$ cat src/rtl/core/hdmc_pkg.sv
// package for the hard-disk monte carlo move block: constants, item types, control structs
package hdmc_pkg;

	localparam int MAX_DISKS = 64;
	localparam int POS_BITS  = 24;
	localparam int HD_W      = $clog2(MAX_DISKS);
	localparam int CFG_W     = 24;

	typedef logic [1:0] mode_t;
	localparam mode_t MODE_LOAD  = 2'd0;
	localparam mode_t MODE_TRIAL = 2'd1;
	localparam mode_t MODE_READ  = 2'd2;

	typedef logic [1:0] cfg_idx_t;
	localparam cfg_idx_t CFG_BOX_SIZE    = 2'd0;
	localparam cfg_idx_t CFG_DISK_RADIUS = 2'd1;
	localparam cfg_idx_t CFG_MAX_SHIFT   = 2'd2;
	localparam cfg_idx_t CFG_DISK_COUNT  = 2'd3;

	typedef struct packed {
		logic [1:0]  mode;
		logic [5:0]  disk_index;
		logic [23:0] load_x;
		logic [23:0] load_y;
		logic [15:0] rand_x;
		logic [15:0] rand_y;
	} in_item_t;

	typedef struct packed {
		logic [5:0]  result_index;
		logic [23:0] pos_x;
		logic [23:0] pos_y;
		logic        accepted;
	} out_item_t;

	typedef struct packed {
		logic [POS_BITS-1:0] x;
		logic [POS_BITS-1:0] y;
	} pos_t;

	typedef struct packed {
		logic shift;
		logic wr;
	} cell_ctl_t;

	typedef struct packed {
		logic clear;
		logic sample;
		logic skip;
	} ovl_ctl_t;

endpackage

$ cat src/rtl/core/hdmc_overlap.sv
// overlap test pipeline: squared distance of candidate to the ring head, sticky hit flag
module hdmc_overlap (
	input  logic                          clk,
	input  logic                          arst_n,
	input  hdmc_pkg::ovl_ctl_t            ctl,
	input  hdmc_pkg::pos_t                cand,
	input  hdmc_pkg::pos_t                head,
	input  logic [2*hdmc_pkg::POS_BITS-1:0] lim,
	output logic                          hit
);

	localparam int PW = hdmc_pkg::POS_BITS;

	logic            v_s1, v_s2, hit_q;
	logic [PW-1:0]   dx_s1, dy_s1;
	logic [2*PW-1:0] sqx_s2, sqy_s2;
	logic [PW-1:0]   dx, dy;
	logic [2*PW:0]   sum;

	assign dx  = (cand.x > head.x) ? (cand.x - head.x) : (head.x - cand.x);
	assign dy  = (cand.y > head.y) ? (cand.y - head.y) : (head.y - cand.y);
	assign sum = {1'b0, sqx_s2} + {1'b0, sqy_s2};

	always_ff @(posedge clk or negedge arst_n) begin
		if (!arst_n) begin
			v_s1  <= 1'b0;
			v_s2  <= 1'b0;
			hit_q <= 1'b0;
		end else begin
			v_s1 <= ctl.sample && !ctl.skip;
			v_s2 <= v_s1;
			if (ctl.clear) begin
				hit_q <= 1'b0;
			end else if (v_s2 && (sum < {1'b0, lim})) begin
				hit_q <= 1'b1;
			end
		end
	end

	always_ff @(posedge clk) begin
		dx_s1  <= dx;
		dy_s1  <= dy;
		sqx_s2 <= dx_s1 * dx_s1;
		sqy_s2 <= dy_s1 * dy_s1;
	end

	assign hit = hit_q;

endmodule

$ cat config.mk
export PLATFORM = sky130hd
export DESIGN_NAME = hdmc_overlap
export DESIGN_NICKNAME = d
export VERILOG_FILES = /design/src/rtl/core/hdmc_pkg.sv /design/src/rtl/core/hdmc_overlap.sv
export SDC_FILE = /design/constraint.sdc
export NUM_CORES = 2
export LEC_CHECK = 0
export ABC_CLOCK_PERIOD_IN_PS = 11000
export BUFFER_PORTS_ARGS = -buffer_cell sky130_fd_sc_hd__buf_2
export CAP_MARGIN = 20
export CORE_ASPECT_RATIO = 0.75
export CORE_UTILIZATION = 45
export CTS_CLUSTER_DIAMETER = 30
export DETAILED_ROUTE_END_ITERATION = 10
export MAX_ROUTING_LAYER = met4
export PLACE_DENSITY = 0.68
export REMOVE_ABC_BUFFERS = 1
export SLEW_MARGIN = 20
export SYNTH_ARGS = -nofsm -noshare
export SYNTH_HDL_FRONTEND = slang
export SYNTH_SLANG_ARGS = --single-unit
$ cat constraint.sdc
create_clock -name clk -period 11 [get_ports clk]
set_input_delay 1.1 -clock clk [delete_from_list [all_inputs] [get_ports clk]]
set_output_delay 1.1 -clock clk [all_outputs]
set_load 0.005 [all_outputs]
==> parameters.txt <==
Parameter                              Value

Synthesis
  Share of Yosys cell area claimed by the top area cell type    0.3921
  Synthesized area divided by synthesized cell count    between 8 and 9 µm²
  Sequential-to-total area share from yosys stat    0.06731
  Largest cells by area after synthesis    fa_1, ha_1, inv_1
  Number of enable flip-flop cells after synthesis    0
  Flip-flop cell with the highest count after synthesis    dfxtp_1
  Number of distinct standard cells referenced by the synthesized netlist    between 80 and 90
  Number of synthesized register bits    ~150
  Gate count after technology mapping    4,860
  Syn. warnings    0
  Most area-hungry cell type in the Yosys netlist    fa_1
  Post-synth design cell area    43,350 µm²
  Proportion of register bits with asynchronous set or reset after synthesis    0.02069

Timing
  Max transition margin    0.2982
  RSZ-0062 raised after global routing    false
  Total negative slack for setup checks    0 ns
  Tightest Pin Transition    around 1.1 ns
  Hold violation count in the final report    0
  Post-route clock period utilization    0.7765
  Final Max Tran Viols    0
  Clock period minus final worst setup slack    between 8 and 9 ns
  Number of setup violations in the final report    0
  Maximum frequency from static timing analysis    approximately 0.12 GHz
  Fin Clk Skew    around 0.017 ns

Floorplan
  Die width    360.4 µm
  Num ports    150
  Standard-cell rows    98
  Initial cell density of the core    0.4544
  Die Outline Area    ~100,000 µm²
  Die outline height    about 270 µm
  Placeable core region    about 95,000 µm²

Detailed routing
  First DRT Iteration DRCs    1,783
  Total number of vias    31,350
  Drt wl/cell    15.74 µm
  Number of iterations in the first detailed-routing pass    6
  Drt drc    0
  Total length of routed wires    roughly 97 mm
  Remaining antenna violation count    0
  Number of vias per cell    between 5 and 6

Critical path
  WP data required    11.38 ns
  R2r startpoint    dx_s1[20]$_DFF_P_
  Worst setup EP type    register
  Startpoint Class    register
  Critical Path Sink    sqx_s2[42]$_DFF_P_
  End of the worst register-to-register path    sqx_s2[42]$_DFF_P_
  Slowest CP cell    dfxtp_1
  Reg2reg setup slack    2.46 ns
  Worst stage delay on the critical path    just over 1 ns
  Library cell appearing most often on the critical path    fa_1
  Startpoint-to-endpoint class of the critical path    reg2reg
  Arrival time of data at the critical path endpoint    8.92 ns
  Crit path launch    dx_s1[20]$_DFF_P_
  Cell breakdown of the critical path    nand2_1 > fa_1 > inv_1 > fa_1 > fa_1 > inv_1 > fa_1 > inv_1 > fa_1 > fa_1 > inv_1 > fa_1 > inv_1 > ha_1 > nand4_1 > or4_1 > a2111oi_1 > o21ai_0 > a21oi_1 > o21ai_0 > nand2b_1 > nand4_1 > o311ai_0
  Top fanout value on the critical path    21
  Count of cells along the worst register-to-register path    23

Cells and area
  Inserted Diodes    0
  Area growth from synthesis to final layout    6.113%
  Layout cells sized above 1    0.05448
  Number of nets in the finished design    roughly 6,500

Global route
  Largest net degree at the start of global routing    27
  Via count of the first global-routing pass    about 33,000
  First-pass GRT wire length    approximately 170 mm
  Global routing usage summed across all routing layers    0.2174
  Initial antenna violation count    0
  Overflow after GRT    0

Clock tree
  # H-tree levels    4
  Clock tree from TritonCTS    built
  Clk buf depth    2
  Count of cells resized by post-cts repair    0
  Number of clock buffers inserted by TritonCTS    17
  CTS Hold Buffers Added    0
  Sinks on the clock net    145
  Post-CTS setup-driven buffer insertion count    0
  Root buf cell    clkbuf_16
  Clock Pin Slew Worst Setup and Hold Paths    0.07 ns
  Latest clock arrival within the worst-skew pair    about 0.50 ns

Placed design
  Placer congestion estimate    0.9111
  Half-perimeter wire length after placement    roughly 80 mm
  I/O Buffers    149

Outcome
  Outcome    complete, no violations

Hold path
  Worst min-delay path category    reg2reg

Job
  Max-capacitance violation count    0
stage by stage:
stage | utilization | instances | hold WS, ns | setup slack (ns) | area (µm²)
2_1_floorplan | - | 4713 | 0.3312 | 4.100 | 42750
3_3_place_gp | 0.4758 | 6156 | 0.3324 | 2.674 | 45390
3_5_place_dp | 0.4758 | 6156 | 0.3364 | 2.372 | 45390
4_1_cts | 0.4822 | 6188 | 0.3517 | 2.343 | 46000
5_1_grt | 0.4822 | 6188 | 0.3591 | 2.036 | 46000
6_report | 0.4822 | 6188 | 0.3554 | 2.459 | 46000
state kept, by name, summed over array words and instances (netlist names):
| signal | count |
|---|---|
| v_s2 | 1 |
| hit | 1 |
| v_s1 | 1 |
| sqx_s2 | 47 |
| dy_s1 | 24 |
| sqy_s2 | 47 |
| dx_s1 | 24 |
metal layers:
| metal | track usage | share of wire | up-vias | wire, µm |
|---|---|---|---|---|
| met5 | - | 0 | - | 0 |
| met4 | 0.04255 | 0.015 | 0 | 1449 |
| met3 | 0.03369 | 0.063 | 106 | 6179 |
| met2 | 0.3325 | 0.45 | 753 | 43770 |
| met1 | 0.3061 | 0.47 | 15590 | 45970 |
| li1 | - | - | 14900 | - |
synth_stat cells (14+ instances only):
| cell | instances |
|---|---|
| nor2_1 | 120 |
| a21o_1 | 122 |
| o21bai_1 | 25 |
| and4_1 | 14 |
| nand2b_1 | 26 |
| clkbuf_1 | 120 |
| nand3_1 | 31 |
| xnor2_1 | 111 |
| inv_1 | 1365 |
| o21ai_0 | 80 |
| nor3_1 | 18 |
| a21oi_1 | 185 |
| and3_1 | 18 |
| mux2i_1 | 27 |
| dfxtp_1 | 142 |
| nand4_1 | 29 |
| a221oi_1 | 14 |
| buf_2 | 16 |
| a31oi_1 | 15 |
| xor2_1 | 74 |
| ha_1 | 539 |
| o21a_1 | 16 |
| and2_1 | 246 |
| a211oi_1 | 23 |
| nand2_1 | 408 |
| nor2b_1 | 36 |
| fa_1 | 849 |
cell type report:
type                       count  area (µm²)
tap                         1250        1564
clock inverter                12       155.1
sequential                   145        2918
inverter                    1365        5124
clock buffer                  20       456.7
timing repair buffer         193        1076
fill                        9017       49400
multi-input combinational   3203       34710
worst min path at each step:
stage	start	endpoint	slack, ns	depth (start not counted)
after floorplan	v_s1$_DFF_PN0_	v_s2$_DFF_PN0_	0.33	0
after global placement	v_s1$_DFF_PN0_	v_s2$_DFF_PN0_	0.33	0
final	v_s1$_DFF_PN0_	v_s2$_DFF_PN0_	0.36	0
after global routing	arst_n	v_s2$_DFF_PN0_	0.36	1
after CTS	arst_n	v_s1$_DFF_PN0_	0.35	1
after detailed placement	v_s1$_DFF_PN0_	v_s2$_DFF_PN0_	0.34	0
logic make-up (layout without fill, tap and decap cells):
logic type | Yosys count | after routing | share of synthesized area
AOI/OAI and AO/OA | 607 | 607 | 0.09401
xor gates and xnor gates | 185 | 185 | 0.03738
buffers and inverters | 1512 | 1590 | 0.1321
adders and majority gates | 1388 | 1388 | 0.5476
muxes | 36 | 36 | 0.008572
DFF | 145 | 145 | 0.06731
and+or+nand+nor | 987 | 987 | 0.1130
worst max-delay path: cells and delay by family (launching register included):
family,cells,cell delay (ns)
buffers and inverters,5,0.25
AO/OA/AOI/OAI,5,1.97
flip-flops,1,1.01
AND/OR/NAND/NOR,5,1.22
adder cells (fa/ha/maj),8,3.95
cells in the final DEF, fill, tap and decap left out, types with 16 or more instances in the layout:
| cell type | count |
|---|---|
| xor2_1 | 74 |
| nand2b_1 | 26 |
| fa_1 | 849 |
| o21a_1 | 16 |
| a21o_1 | 122 |
| nor2b_1 | 36 |
| buf_4 | 44 |
| a211oi_1 | 23 |
| mux2i_1 | 27 |
| ha_1 | 539 |
| dfxtp_1 | 142 |
| nand3_1 | 31 |
| and2_1 | 246 |
| and3_1 | 18 |
| buf_2 | 149 |
| nand4_1 | 29 |
| nand2_1 | 408 |
| a21oi_1 | 185 |
| nor2_1 | 120 |
| xnor2_1 | 111 |
| o21ai_0 | 80 |
| inv_1 | 1365 |
| o21bai_1 | 25 |
| nor3_1 | 18 |
| clkbuf_16 | 17 |
Power is left out: the tool's default activity adds up to more than one toggle a clock period on the data nets, which glitch-free logic cannot reach.
