<file path="config.mk">
export PLATFORM = sky130hd
export DESIGN_NAME = hdmc_cell
export DESIGN_NICKNAME = d
export VERILOG_FILES = /design/src/rtl/core/hdmc_pkg.sv /design/src/rtl/core/hdmc_cell.sv
export SDC_FILE = /design/constraint.sdc
export NUM_CORES = 1
export LEC_CHECK = 0
export BUFFER_PORTS_ARGS = -buffer_cell sky130_fd_sc_hd__buf_2
export CAP_MARGIN = 20
export CORE_MARGIN = 2
export CORE_UTILIZATION = 25
export CTS_CLUSTER_DIAMETER = 120
export DETAILED_ROUTE_END_ITERATION = 8
export GPL_TIMING_DRIVEN = 0
export PLACE_DENSITY = 0.52
export SYNTH_ARGS = -nofsm -noshare
export SYNTH_HDL_FRONTEND = slang
export SYNTH_SLANG_ARGS = --single-unit
</file>
<file path="constraint.sdc">
create_clock -name clk -period 1.7 [get_ports clk]
set_input_delay 0 -clock clk [delete_from_list [all_inputs] [get_ports clk]]
set_output_delay 0 -clock clk [all_outputs]
set_load 0.01 [all_outputs]
</file>
<file path="src/rtl/core/hdmc_pkg.sv">
// package for the hard-disk monte carlo move block: constants, item types, control structs
package hdmc_pkg;

	localparam int MAX_DISKS = 64;
	localparam int POS_BITS  = 24;
	localparam int HD_W      = $clog2(MAX_DISKS);
	localparam int CFG_W     = 24;

	typedef logic [1:0] mode_t;
	localparam mode_t MODE_LOAD  = 2'd0;
	localparam mode_t MODE_TRIAL = 2'd1;
	localparam mode_t MODE_READ  = 2'd2;

	typedef logic [1:0] cfg_idx_t;
	localparam cfg_idx_t CFG_BOX_SIZE    = 2'd0;
	localparam cfg_idx_t CFG_DISK_RADIUS = 2'd1;
	localparam cfg_idx_t CFG_MAX_SHIFT   = 2'd2;
	localparam cfg_idx_t CFG_DISK_COUNT  = 2'd3;

	typedef struct packed {
		logic [1:0]  mode;
		logic [5:0]  disk_index;
		logic [23:0] load_x;
		logic [23:0] load_y;
		logic [15:0] rand_x;
		logic [15:0] rand_y;
	} in_item_t;

	typedef struct packed {
		logic [5:0]  result_index;
		logic [23:0] pos_x;
		logic [23:0] pos_y;
		logic        accepted;
	} out_item_t;

	typedef struct packed {
		logic [POS_BITS-1:0] x;
		logic [POS_BITS-1:0] y;
	} pos_t;

	typedef struct packed {
		logic shift;
		logic wr;
	} cell_ctl_t;

	typedef struct packed {
		logic clear;
		logic sample;
		logic skip;
	} ovl_ctl_t;

endpackage

</file>
<file path="src/rtl/core/hdmc_cell.sv">
// one ring cell: holds a disk centre, takes its neighbor's centre on a shift
module hdmc_cell (
	input  logic                clk,
	input  hdmc_pkg::cell_ctl_t ctl,
	input  hdmc_pkg::pos_t      nbr,
	input  hdmc_pkg::pos_t      wr_pos,
	output hdmc_pkg::pos_t      pos
);

	hdmc_pkg::pos_t pos_q;

	always_ff @(posedge clk) begin
		if (ctl.wr) begin
			pos_q <= wr_pos;
		end else if (ctl.shift) begin
			pos_q <= nbr;
		end
	end

	assign pos = pos_q;

endmodule

</file>
==> impl_metrics.ini, run 1 <==
[sta]
max_freq_mhz = 703
setup_viol = 0
final.setup.tns_ps = 0
period_needed_ps = 1420
finalMaxSlewViolations = 0
whs_ps = 5.44
rsz0062_at_grt = false
finalCritPeriodShare_pct = 83.7
maxSlewHeadroom_pct = 71.7
final-hold-violation-count = 0
worst_slew_pin_slew_ps = 424

[die]
io_pins = 147
std_cell_rows = 33
initial_utilization_pct = 25.4
die_h_um = 94.9
die_area_um2 = 9010
core_um2 = 8130
die_w_um = 94.9

[placed_design]
port_buffers = 145
routabilityCongestion = 0.721
hpwl_mm = 4.01
placed_cells = 353

[min_path]
hp-start = nbr[24]
hp-class = input pin to flop

[drt]
vias_per_cell = 4.02
drc = 0
dr.pass1.iters = 3
wl_mm = 5.76
ant_nets = 0
initialDrtViolationCount = 26
num_vias = 1732
wl_per_cell_um = 13.4

[clocking]
post_cts_buffers = 0
cts.clk_slew.worst_paths_ps = 90
cts_tree = built
root_buffer = clkbuf_8
htree_levels = 2
tritoncts_num_sinks = 48
cts_buffer_depth = 2
numCtsBuffers = 5

[setup_path]
critPathLaunchType = input pin
worstPathArrival_ps = 1480
crit_path_max_fanout = 1
required_ps = 1750
path_class = input pin to flop
crit_start = nbr[11]
critical_path.endpoint_type = flop

[power_and_ir_drop]
p_per_area_nw_per_um2 = 780
peakVddDrop_uv = 306
cellLeakagePower_nw = 1.67

[final_layout]
regArea_um2 = 1440
num-fill-cells = 760
instances_no_fill = 431
multiInputGateArea_um2 = 581
diodes = 0
drive_gt1_share_pct = 63.5
nets = 424
largest_register_ffs = 48
area_delta_synth_final_pct = 81.5

[flow_run]
maxCapViolCount = 0

[synth]
synth-seq-cells = 48
syn-instance-count = 102
yosys.area.top_type_share_pct = 69.7
syn_avg_cell_area_um2 = 20.3
synth_nets = 201
ys_seq_area_share_pct = 69.7
yosysWarnings = 0
synth_area_leaders = edfxtp_1, mux2_2, mux2_4
synth_largest_area_cell = edfxtp_1
syn_area_um2 = 2070
synth.distinct_cells = 6

[grt]
grtUsageTotal_pct = 12.7
grt_max_degree = 33
grt_overflow = 0
grt_pass1_wl_mm = 8.64
antenna_found_initial = 0
grt_pass1_vias = 1742

[status]
status = finished, final reports clean
[kinds of logic after synthesis]
group / Yosys count / share of synthesized area, %
multiplexers: 48 / 27.8
flip-flops: 48 / 69.7
buffers and inverters: 5 / 2.18
AND/OR/NAND/NOR: 1 / 0.303
[critical path, stage by stage]
cell           delay, ps
dlygate4sd3_1        540
buf_2                120
mux2_2               260
dlygate4sd3_1        560
[layout by cell type, fill, tap and decap left out]
master | Yosys | layout
clkbuf_1 | 0 | 1
buf_4 | 3 | 3
edfxtp_1 | 48 | 48
mux2_4 | 9 | 9
dlygate4sd3_1 | 0 | 70
clkbuf_8 | 0 | 5
buf_12 | 0 | 1
clkinv_2 | 0 | 1
mux2_2 | 39 | 39
bufinv_16 | 0 | 1
buf_2 | 0 | 145
or2_2 | 0 | 1
buf_6 | 2 | 2
[where the power goes]
part	internal, mW	total, mW	leakage (nW)	switching (mW)
Sequential	1.45	1.48	0.489	0.0290
Clock	0.437	0.814	0.0552	0.377
Combinational	0.391	0.633	1.13	0.242
[stage by stage]
stage | power [mW] | util (%) | instance area (um^2) | setup slack [ps]
2_1_floorplan | 1.73 | - | 2070 | 368
3_3_place_gp | 1.99 | 35.9 | 2920 | 10.6
3_5_place_dp | 2.00 | 36.2 | 2940 | 339
4_1_cts | 2.97 | 45.1 | 3670 | 306
5_1_grt | 3.09 | 46.1 | 3750 | 266
6_report | 2.93 | 46.1 | 3750 | 277
[per-layer routing]
metal,routed length (um),global-route usage (%),vias to the layer above
met2,3050,24.6,90
met5,0,0,-
met3,492,2.95,10
li1,-,-,842
met1,2080,12.7,790
met4,140,5.43,0
[timing repair]
item	4_1_cts	5_1_grt
resized for setup	0	0
hold endpoints to repair	33	7
hold buffers	62	8
[final timing paths]
path | endpoint | slack, ps | cells past startpoint
max | pos[11]$_DFFE_PP_ | 280 | 4
min | pos[24]$_DFFE_PP_ | 5 | 2
[synthesized netlist by cell type]
master and number:
buf_6 2, or2_1 1, mux2_2 39, edfxtp_1 48
buf_4 3, mux2_4 9
[final cells by class]
cell class,count,share of cell area (%)
Sequential cell,48,38.4
Clock inverter,2,0.934
Tap cell,105,3.50
Buffer,5,1.20
Multi-Input combinational cell,49,15.5
Timing Repair Buffer,216,38.5
Clock buffer,6,1.93
(Power assumes the default switching activity.)
==> run 2, diff against run 1 <==
- ABC_AREA: unset -> 1
- PLACE_DENSITY: 0.52 -> 0.5
- clock period: 1.7 -> 1.4 ns (I/O delays scaled with it)
==> run 2 against run 1 <==
Sequential share of layout area down 2.3 points. Sequential power up 22%. Utilization up 3.0 points. Final area up 6.4%. Via count up 29%. Critical endpoint is now pos[43]$_DFFE_PP_. Largest power group unchanged.
==> impl_metrics.ini, run 2 <==
[power_and_ir_drop]
finalPower_mw = 3.40
peakVddDrop_uv = 326
cellLeakagePower_nw = 2.02
p_per_area_nw_per_um2 = 852

[final_layout]
fin_util_pct = 49.1
largest_register_ffs = 48
drive_gt1_share_pct = 36.0
diodes = 0
area_delta_synth_final_pct = 92.5
final_cell_mix = buf_2, nand2_1, dlygate4sd3_1
final_common_cell = buf_2
nets = 553

[clocking]
cts_buffer_depth = 2
cts-resized-gates = 0
post_cts_buffers = 0
numCtsBuffers = 5
cts.clk_slew.worst_paths_ps = 80
tritoncts_num_sinks = 48
cts_tree = built
root_buffer = clkbuf_8
htree_levels = 2
cts_hold_buf = 96

[die]
core_um2 = 8130
die_w_um = 95.1
die_h_um = 95.1
io_pins = 147
initial_utilization_pct = 25.5
die_area_um2 = 9040
std_cell_rows = 33

[drt]
wl_per_cell_um = 10.6
num_vias = 2238
vias_per_cell = 4.00
dr.pass1.iters = 4
drc = 0
wl_mm = 5.91
ant_nets = 0
initialDrtViolationCount = 56

[synth]
ys_top_cells_by_count = nand2_1, edfxtp_1, buf_2, buf_6
syn_avg_cell_area_um2 = 10.1
syn-instance-count = 205
synth.area.mux_share_pct = 0
synth_area_leaders = edfxtp_1, nand2_1, buf_6
yosys.area_share.simple_pct = 26.4
synth-seq-cells = 48
synth_top_family_by_area = simple AND/OR/NAND/NOR gates
yosys.area.top_type_share_pct = 69.5
synth_edf_count = 48
synth_fa_ha_area_share_pct = 0
synth_nets = 304
synth.distinct_cells = 7
synthFlopType = edfxtp_1
yosysWarnings = 0
synth_compound_area_share_pct = 0
synth.most_common_cell = nand2_1
syn_area_um2 = 2070
async_flop_share_pct = 0
ys_seq_area_share_pct = 69.5
synth_xor_area_share_pct = 0
synth_largest_area_cell = edfxtp_1

[grt]
grt_max_degree = 32
grt_pass1_wl_mm = 9.29
grtUsageMet3_pct = 4.19
grt_overflow = 0
grt-busiest-layer = met2
grt_pass1_vias = 2189
grtUsageTotal_pct = 13.4
gr-usage-met1_pct = 13.5
antenna_found_initial = 0
use_met2_pct = 26.4

[status]
status = finished, final reports clean

[sta]
final-hold-violation-count = 0
maxSlewHeadroom_pct = 70.0
finalCritPeriodShare_pct = 90.7
finalMaxSlewViolations = 0
worst_slew_pin_slew_ps = 450
setup_viol = 0
rsz0062_at_grt = false
final.setup.tns_ps = 0
max_freq_mhz = 788
period_needed_ps = 1270

[placed_design]
port_buffers = 145
hpwl_mm = 4.03
routabilityCongestion = 0.702

[setup_path]
worstPathArrival_ps = 1310
critical_path.endpoint_type = flop
path_class = input pin to flop
required_ps = 1440
critPathLaunchType = input pin
crit_path_max_fanout = 1
crit_start = nbr[43]

[flow_run]
maxCapViolCount = 0

[min_path]
hp-class = input pin to flop
hp-start = ctl[1]
==> run 2: cell types whose count changed after synthesis, moves of 2 or more <==
cell | previous run | this run
buf_2 | 0 | 6
buf_4 | 3 | 1
buf_6 | 2 | 4
mux2_2 | 39 | 0
mux2_4 | 9 | 0
nand2_1 | 0 | 144
==> run 2: layout make-up <==
class / count / area, um^2
Fill cell: 784 / 4140
Clock buffer: 7 / 76.3
Multi-Input combinational cell: 145 / 547
Sequential cell: 48 / 1440
Buffer: 11 / 82.6
Clock inverter: 1 / 3.75
Timing Repair Buffer: 242 / 1710
Tap cell: 105 / 131
Inverter: 1 / 3.75
==> run 2: metrics by stage <==
step | instance area (um^2) | setup WS [ps] | hold WS (ps) | cells
floorplan | 2070 | 115 | 179 | 205
global placement | 2930 | -235 | 266 | 455
detailed placement | 2950 | 64.9 | 268 | 456
CTS | 3990 | 161 | 409 | 560
global route | 3990 | 93.7 | 449 | 560
finish | 3990 | 130 | 396 | 560
==> run 2: worst max-delay path, cell delays in order <==
cell	delay, ps
dlygate4sd3_1	540
buf_2	120
nand2_1	50
nand2_1	50
dlygate4sd3_1	560
==> run 2: cells by family after synthesis <==
logic type	Yosys count
AND/OR/NAND/NOR	145
flip-flops	48
buffers and inverters	12
==> run 2: worst paths after layout <==
check,end,slack [ps],depth (start not counted)
worst max-delay path,pos[43]$_DFFE_PP_,130,5
worst min-delay path,pos[4]$_DFFE_PP_,400,2
==> run 2: power breakdown <==
group / internal (mW) / total, mW / leakage, nW / switching, mW
clock: 0.348 / 0.768 / 0.0399 / 0.420
combinational: 0.485 / 0.837 / 1.48 / 0.351
sequential: 1.76 / 1.80 / 0.494 / 0.0344
total: 2.60 / 3.40 / 2.02 / 0.806
==> run 2: layer usage <==
metal,wire (um),up-vias
met1,2290,989
li1,-,1150
met3,489,6
met4,50,0
met5,0,-
met2,3080,93
